**config.mk**
```make
export PLATFORM = sky130hd
export DESIGN_NAME = smfr_seq
export DESIGN_NICKNAME = d
export VERILOG_FILES = /design/src/hdl/smfr_pkg.sv /design/src/hdl/smfr_seq.sv
export SDC_FILE = /design/constraint.sdc
export NUM_CORES = 1
export LEC_CHECK = 0
export ABC_AREA = 1
export BUFFER_PORTS_ARGS = -buffer_cell sky130_fd_sc_hd__buf_4
export CORE_AREA = 2 2 39 41
export CTS_BUF_LIST = sky130_fd_sc_hd__clkbuf_4
export CTS_CLUSTER_DIAMETER = 50
export DETAILED_ROUTE_END_ITERATION = 8
export DIE_AREA = 0 0 41 43
export HOLD_SLACK_MARGIN = 0.12
export MAX_ROUTING_LAYER = met4
export PLACE_DENSITY = 0.73
export SETUP_SLACK_MARGIN = 0.1
export SLEW_MARGIN = 20
export SYNTH_ARGS = -nofsm -noshare
export SYNTH_HDL_FRONTEND = slang
export SYNTH_SLANG_ARGS = --single-unit
```
**constraint.sdc**
```tcl
create_clock -name clk -period 1.8 [get_ports clk]
set_input_delay 0.36 -clock clk [delete_from_list [all_inputs] [get_ports clk]]
set_output_delay 0.36 -clock clk [all_outputs]
set_load 0.05 [all_outputs]
```
**src/hdl/smfr_pkg.sv**
```systemverilog
`timescale 1ns / 1ps
// smfr_pkg: shared types, constants and control-word layout for the stereo
// multitap feedback reverb. No dependencies.
package smfr_pkg;

	localparam int NUM_TAPS_DEF    = 5;
	localparam int TAP_SPACING_DEF = 960;
	localparam int RING_DEPTH_DEF  = 8192;
	localparam int STORE_WIDTH_DEF = 24;

	localparam int LANES     = 2;
	localparam int SAMPLE_W  = 16;
	localparam int DECAY_W   = 15;
	localparam int GAIN_W    = 16;
	localparam int COEF_W    = GAIN_W + 1;
	localparam int OACC_W    = 64;
	localparam int NUM_DECAY = 5;
	localparam int TAP_MAX   = 8;
	localparam int TAP_IDX_W = 3;
	localparam int TAP_CNT_W = 4;
	localparam int CFG_IDX_W = 3;

	localparam logic [GAIN_W-1:0] IN_GAIN_RST  = 16'd24576;
	localparam logic [GAIN_W-1:0] OUT_GAIN_RST = 16'd32768;

	localparam logic [CFG_IDX_W-1:0] REG_DECAY0   = 3'd0;
	localparam logic [CFG_IDX_W-1:0] REG_DECAY1   = 3'd1;
	localparam logic [CFG_IDX_W-1:0] REG_DECAY2   = 3'd2;
	localparam logic [CFG_IDX_W-1:0] REG_DECAY3   = 3'd3;
	localparam logic [CFG_IDX_W-1:0] REG_DECAY4   = 3'd4;
	localparam logic [CFG_IDX_W-1:0] REG_IN_GAIN  = 3'd5;
	localparam logic [CFG_IDX_W-1:0] REG_OUT_GAIN = 3'd6;

	typedef logic [3:0] upc_t;

	localparam upc_t UPC_IDLE  = 4'd0;
	localparam upc_t UPC_IN    = 4'd1;
	localparam upc_t UPC_TAP   = 4'd2;
	localparam upc_t UPC_DRAIN = 4'd3;
	localparam upc_t UPC_CLAMP = 4'd4;
	localparam upc_t UPC_OLO   = 4'd5;
	localparam upc_t UPC_OHI   = 4'd6;
	localparam upc_t UPC_OSUM  = 4'd7;
	localparam upc_t UPC_ORND  = 4'd8;
	localparam upc_t UPC_FIN   = 4'd9;
	localparam upc_t UPC_RET   = 4'd10;

	typedef enum logic [2:0] {
		MS_NONE,
		MS_IN,
		MS_TAP,
		MS_OLO,
		MS_OHI
	} mul_sel_t;

	typedef enum logic [2:0] {
		AO_NONE,
		AO_ACC_SET,
		AO_ACC_ADD,
		AO_OUT_SET,
		AO_OUT_ADD_HI
	} acc_op_t;

	typedef enum logic [2:0] {
		XO_NONE,
		XO_LOAD,
		XO_CLAMP,
		XO_STQ,
		XO_ORND,
		XO_FINISH
	} xop_t;

	typedef enum logic [2:0] {
		C_NEXT,
		C_ALWAYS,
		C_NO_INPUT,
		C_TAP_MORE,
		C_OUT_BUSY
	} cond_t;

	typedef struct packed {
		mul_sel_t mul_sel;
		acc_op_t  acc_op;
		logic     rd;
		xop_t     xop;
		cond_t    cond;
		upc_t     target;
	} ctrl_t;

	typedef struct packed {
		logic in_valid;
		logic tap_more;
		logic out_busy;
	} stat_t;

	localparam ctrl_t CTRL_NOP = '{
		mul_sel: MS_NONE,
		acc_op:  AO_NONE,
		rd:      1'b0,
		xop:     XO_NONE,
		cond:    C_NEXT,
		target:  UPC_IDLE
	};

endpackage

```
**src/hdl/smfr_seq.sv**
```systemverilog
`timescale 1ns / 1ps
// smfr_seq: microcode ROM, step counter and branch logic of the reverb.
// Depends on smfr_pkg.
module smfr_seq (
	input  logic           clk,
	input  logic           arst_n,
	input  smfr_pkg::stat_t stat,
	output smfr_pkg::ctrl_t ctrl
);
	import smfr_pkg::*;

	upc_t upc_q;
	upc_t upc_d;
	logic jump;

	function automatic ctrl_t ucode(input upc_t pc);
		ctrl_t c;
		c = CTRL_NOP;
		unique case (pc)
			UPC_IDLE: begin
				c.xop    = XO_LOAD;
				c.cond   = C_NO_INPUT;
				c.target = UPC_IDLE;
			end
			UPC_IN: begin
				c.mul_sel = MS_IN;
				c.acc_op  = AO_ACC_SET;
				c.rd      = 1'b1;
			end
			UPC_TAP: begin
				c.mul_sel = MS_TAP;
				c.acc_op  = AO_ACC_ADD;
				c.rd      = 1'b1;
				c.cond    = C_TAP_MORE;
				c.target  = UPC_TAP;
			end
			UPC_DRAIN: begin
			end
			UPC_CLAMP: begin
				c.xop = XO_CLAMP;
			end
			UPC_OLO: begin
				c.xop     = XO_STQ;
				c.mul_sel = MS_OLO;
				c.acc_op  = AO_OUT_SET;
			end
			UPC_OHI: begin
				c.mul_sel = MS_OHI;
				c.acc_op  = AO_OUT_ADD_HI;
			end
			UPC_OSUM: begin
			end
			UPC_ORND: begin
				c.xop = XO_ORND;
			end
			UPC_FIN: begin
				c.xop    = XO_FINISH;
				c.cond   = C_OUT_BUSY;
				c.target = UPC_FIN;
			end
			UPC_RET: begin
				c.cond   = C_ALWAYS;
				c.target = UPC_IDLE;
			end
			default: begin
				c.cond   = C_ALWAYS;
				c.target = UPC_IDLE;
			end
		endcase
		return c;
	endfunction

	always_comb begin
		ctrl = ucode(upc_q);
		unique case (ctrl.cond)
			C_NEXT:     jump = 1'b0;
			C_ALWAYS:   jump = 1'b1;
			C_NO_INPUT: jump = !stat.in_valid;
			C_TAP_MORE: jump = stat.tap_more;
			C_OUT_BUSY: jump = stat.out_busy;
			default:    jump = 1'b1;
		endcase
		upc_d = jump ? ctrl.target : upc_q + 4'd1;
	end

	always_ff @(posedge clk or negedge arst_n) begin
		if (!arst_n) begin
			upc_q <= UPC_IDLE;
		end else begin
			upc_q <= upc_d;
		end
	end

endmodule

```
==> impl_metrics.py, run 1 <==
metrics = {
    "outcome": {
        "outcome": "complete, but fails checks",
        "violations": "negative setup slack",
    },
    "floorplan": {
        "ios": 22,
        "row_count": 14,
        "die_area_um2": 1763,
        "core_area_um2": 1384,
        "start_util_pct": 31.65,
        "fp.dieH_um": 43,
        "die_x_um": 41,
    },
    "setup_path": {
        "path_class": "flop to output pin",
        "r2r_start": "upc_q[1]",
        "reg2reg_depth": 11,
        "rrSetupSlack_ns": 0.12,
        "crit_path_end_kind": "output pin",
        "crit_family": "simple AND/OR/NAND/NOR gates",
        "critPathSlowestCell": "dfrtp_1",
        "worstPathCellList": "inv_2 -> ha_4 -> nor2_1 -> nor2_1 -> nor2_2 -> nand3_2 -> nand2_2 -> buf_8",
        "timing.rr.end": "upc_q[1]",
        "critPathRequiredTime_ns": 1.44,
        "start_kind": "flop",
        "path_max_fanout": 5,
        "path_common_cell": "nor2_1",
        "cpPeakStageDelay_ns": 0.41,
        "cp_num_buf_inv": 2,
        "crit_arrival_ns": 1.54,
    },
    "hold_path": {
        "hold_path_end": "upc_q[1]",
        "holdPathStages": 3,
        "min_path_type": "primary input to flop",
        "min_from": "stat[1]",
    },
    "drt": {
        "drc": 0,
        "dr_total_vias": 518,
        "wl_per_cell_um": 14.66,
        "drtPass1Iterations": 3,
        "ant_nets": 0,
        "drtIter0Drc": 5,
        "wl_um": 1539,
        "vias_per_cell": 4.933,
    },
    "cts": {
        "cts_buffers": 3,
        "clk_pin_slew_ns": 0.04,
        "cts.sinks": 4,
        "htree_levels": 1,
        "clkLatencyLatePin_ns": 0.24,
        "clk_path_buf_depth": 2,
        "cts-root-buf": "clkbuf_4",
        "cts_tree": "done",
    },
    "placed_design": {
        "placement.io_buffers": 20,
        "place_area_um2": 594.3,
        "dp_hpwl_um": 749.9,
        "placed_cells": 94,
        "place_congestion": 0.7625,
    },
    "grt": {
        "grt_max_degree": 9,
        "antenna_found_initial": 0,
        "grt_pass1_wl_um": 2173,
        "grt_usage_pct": 19.73,
        "grt_pass1_vias": 467,
        "overflow": 0,
    },
    "sta": {
        "skew_ns": 0.004870,
        "hold_violations": 0,
        "clock.fmax_mhz": 527.2,
        "timing.final.ws_setup_ns": -0.09694,
        "min_period_ns": 1.897,
        "timing.final.crit_share_pct": 105.4,
        "tns_ns": -0.3337,
        "setup-violations-final": 11,
        "rsz0062_at_grt": "true",
        "slew_viol_final": 0,
    },
    "synthesis": {
        "syn_area_per_cell_um2": 6.951,
        "synthesis.nets": 72,
        "ys_seq_elements": 4,
        "synthCells": 63,
        "yosysSeqAreaShare_pct": 22.86,
        "yosys_warnings": 0,
        "ys_types": 17,
        "synth_area_um2": 437.9,
    },
    "cells_and_area": {
        "max_flop_register": "upc_q",
        "fin_cells": 105,
        "drive_above_1_share_pct": 76.40,
        "areaGrowthSynthToFinish_pct": 107.7,
        "fillCellCount": 99,
        "largest_register_ffs": 4,
        "layout.nets": 100,
        "top_regs": "upc_q x4",
        "diodes": 0,
        "final_common_cell": "buf_6",
        "fin_area_um2": 909.6,
        "layout_common_cells": "buf_6, buf_4, nand2_1, buf_8",
    },
    "job": {
        "cap_violations": 0,
    },
}
-- worst min-delay path, delay by kind of cell --
family                 cells  cell delay, ns
buffers and inverters      1            0.08
and+or+nand+nor            2            0.16
-- layer usage --
metal	global-route usage [%]	vias to the layer above	routed length [um]
li1	-	245	-
met1	22.15	250	585
met2	27.50	19	849
met3	4.188	4	59
met4	18.00	0	44
met5	-	-	0
-- cells in the mapped netlist --
cell     number  area, um2
o21ai_1       2      10.01
conb_1        1      3.750
or2_2         1      6.260
nand2_1      16      60.06
nor2_2        6      37.54
dfrtp_1       4      100.1
inv_1         5      18.77
xnor2_1       2      17.52
nand4_1       1      6.260
inv_2         1      3.750
buf_4         6      45.04
nand3_2       1      10.01
ha_1          4      50.05
buf_6         1      11.26
nor2_1        4      15.01
nand3_1       7      35.03
nor3b_1       1      7.510
-- worst max-delay path by stage --
| stage | startpoint | to | slack, ns | cells past startpoint |
|---|---|---|---|---|
| floorplan | upc_q[0] | ctrl[16] | -0.02 | 4 |
| global placement | upc_q[1] | ctrl[4] | 0.08 | 8 |
| detailed placement | upc_q[1] | ctrl[4] | 0.04 | 8 |
| CTS | upc_q[1] | ctrl[4] | -0.06 | 8 |
| global route | upc_q[1] | ctrl[4] | -0.15 | 8 |
| finish | upc_q[1] | ctrl[4] | -0.1 | 8 |
-- through the flow --
| stage | setup WS [ns] | hold WS, ns | util (%) |
|---|---|---|---|
| after global placement | 0.08322 | 0.1561 | 42.95 |
| final | -0.09694 | 0.3969 | 65.73 |
| after floorplan | -0.01588 | 0.06441 | - |
| after CTS | -0.05976 | 0.3962 | 58.41 |
| after detailed placement | 0.04476 | 0.1574 | 42.95 |
| after global routing | -0.1549 | 0.4409 | 65.73 |
-- layout make-up --
class	count	area, um2	area share [%]
Clock buffer	3	22.52	2.476
Inverter	6	28.78	3.164
Multi-Input combinational cell	46	417.9	45.94
Sequential cell	4	102.6	11.28
Tap cell	16	20.02	2.201
Timing Repair Buffer	30	317.8	34.94
-- kinds of logic after synthesis --
logic type	count (synthesis)	share of synthesized area, %
DFF	4	22.86
and+or+nand+nor	37	40.57
AOI/OAI and AO/OA	2	2.286
buffers and inverters	13	18.00
other	1	0.8563
adders and majority gates	4	11.43
xor gates and xnor gates	2	4.001
-- timing repair --
| action | in CTS | in global routing |
|---|---|---|
| buffers inserted | 5 | 2 |
| endpoints found under the setup margin | 16 | 16 |
| cloned | 0 | 0 |
| pin swaps | 7 | 7 |
| endpoints found under the hold margin | 4 | 0 |
| gates resized for setup | 37 | 21 |
| hold buffers | 1 | 0 |
Power of run 1 is not shown: default switching activity piles up to over one toggle a cycle in this logic, so the estimate is an artifact.
==> run 2: changes to the inputs <==
--- a/config.mk
+++ b/config.mk
@@ -15,7 +15,6 @@
 export HOLD_SLACK_MARGIN = 0.12
 export MAX_ROUTING_LAYER = met4
 export PLACE_DENSITY = 0.73
-export SETUP_SLACK_MARGIN = 0.1
 export SLEW_MARGIN = 20
 export SYNTH_ARGS = -nofsm -noshare
 export SYNTH_HDL_FRONTEND = slang
==> impl_metrics.py, run 2 (same netlist as run 1, synthesis figures left out) <==
metrics = {
    "outcome": {
        "outcome": "complete, but fails checks",
        "violations": "negative setup slack",
    },
    "cts": {
        "cts_tree": "done",
        "cts_buffers": 3,
        "cts.sinks": 4,
        "clk_path_buf_depth": 2,
        "clk_pin_slew_ns": 0.04,
        "clkLatencyLatePin_ns": 0.23,
        "htree_levels": 1,
        "cts-root-buf": "clkbuf_4",
    },
    "job": {
        "cap_violations": 0,
    },
    "sta": {
        "setup-violations-final": 5,
        "timing.final.ws_setup_ns": -0.04236,
        "skew_ns": 0.001412,
        "hold_violations": 0,
        "clock.fmax_mhz": 542.8,
        "rsz0062_at_grt": "true",
        "min_period_ns": 1.842,
        "slew_viol_final": 0,
        "timing.final.crit_share_pct": 102.4,
    },
    "cells_and_area": {
        "top_regs": "upc_q x4",
        "areaGrowthSynthToFinish_pct": 85.14,
        "diodes": 0,
        "drive_above_1_share_pct": 68.60,
        "fin_util_pct": 58.59,
        "fin_cells": 102,
        "layout_common_cells": "buf_4, nand2_1, buf_8",
        "final_common_cell": "buf_4",
        "layout.nets": 97,
        "max_flop_register": "upc_q",
        "largest_register_ffs": 4,
    },
    "drt": {
        "wl_um": 1111,
        "dr_total_vias": 475,
        "wl_per_cell_um": 10.89,
        "drtPass1Iterations": 4,
        "ant_nets": 0,
        "drc": 0,
        "drtIter0Drc": 4,
        "vias_per_cell": 4.657,
    },
    "floorplan": {
        "fp.dieH_um": 43,
        "core_area_um2": 1384,
        "row_count": 14,
        "ios": 22,
        "die_area_um2": 1763,
        "die_x_um": 41,
        "start_util_pct": 31.65,
    },
    "setup_path": {
        "r2r_start": "upc_q[0]",
        "crit_arrival_ns": 1.48,
        "reg2reg_depth": 8,
        "rrSetupSlack_ns": 0.25,
        "path_max_fanout": 4,
        "start_kind": "flop",
        "path_class": "flop to output pin",
        "crit_path_end_kind": "output pin",
        "critPathRequiredTime_ns": 1.44,
        "timing.rr.end": "upc_q[3]",
    },
    "grt": {
        "antenna_found_initial": 0,
        "grt_max_degree": 9,
        "grt_usage_pct": 15.91,
        "grt_pass1_wl_um": 1842,
        "grt_pass1_vias": 469,
        "overflow": 0,
    },
    "hold_path": {
        "min_path_type": "primary input to flop",
        "holdPathStages": 3,
        "hold_path_end": "upc_q[1]",
        "min_from": "stat[1]",
    },
    "placed_design": {
        "placed_cells": 95,
        "placement.io_buffers": 20,
        "dp_hpwl_um": 825.6,
        "place_congestion": 0.8602,
    },
}
-- run 2: changes by cell type in the layout (fill, tap and decap cells not counted), sizes merged --
cell,previous run,this run
buf,29,26
clkinvlp,1,0
inv,5,6
-- run 2: through the flow --
step / setup WS, ns / hold slack, ns / TNS, ns / cell area [um2]
after floorplan: -0.06215 / 0.06441 / -0.06215 / 467.9
after global placement: 0.08721 / 0.1553 / 0 / 600.6
after detailed placement: 0.04196 / 0.1562 / 0 / 600.6
after CTS: -0.05240 / 0.4072 / -0.1741 / 740.7
after global routing: -0.1082 / 0.4443 / -0.7121 / 810.8
final: -0.04236 / 0.4141 / -0.1756 / 810.8
-- run 2: what timing repair did --
action	CTS	global route
hold endpoints to repair	4	0
pin swaps	4	3
hold buffers	1	0
buffers inserted	1	2
gates resized for setup	28	16
endpoints found under the setup margin	15	13
-- run 2: cell type report --
type / instances / area [um2]
sequential: 4 / 103.9
tap: 16 / 20.02
inverter: 6 / 27.53
fill: 121 / 573.1
timing repair buffer: 27 / 284.0
multi-input combinational: 46 / 352.8
clock buffer: 3 / 22.52
-- run 2: critical path, stage by stage (launching register included) --
cell and delay, ns:
dfrtp_2 0.45, inv_4 0.10, ha_4 0.16, buf_4 0.13, nand3_1 0.11, nand3_1 0.14, buf_6 0.17
-- run 2: worst max path at each step --
stage / from / cells after the start / to / slack, ns
2_1_floorplan: upc_q[0] / 4 / ctrl[16] / -0.06
3_3_place_gp: upc_q[0] / 6 / ctrl[4] / 0.09
3_5_place_dp: upc_q[1] / 8 / ctrl[4] / 0.04
4_1_cts: upc_q[0] / 7 / ctrl[4] / -0.05
5_1_grt: upc_q[1] / 8 / ctrl[4] / -0.11
6_report: upc_q[1] / 6 / ctrl[7] / -0.04
-- run 2: per-layer routing --
layer | track usage (%) | vias to the layer above | part of all wire, %
li1 | - | 237 | -
met1 | 14.66 | 215 | 33
met2 | 25.62 | 19 | 58
met3 | 4.188 | 4 | 5.0
met4 | 12.67 | 0 | 3.9
met5 | - | - | 0
Power of run 2 is left out for the same reason.
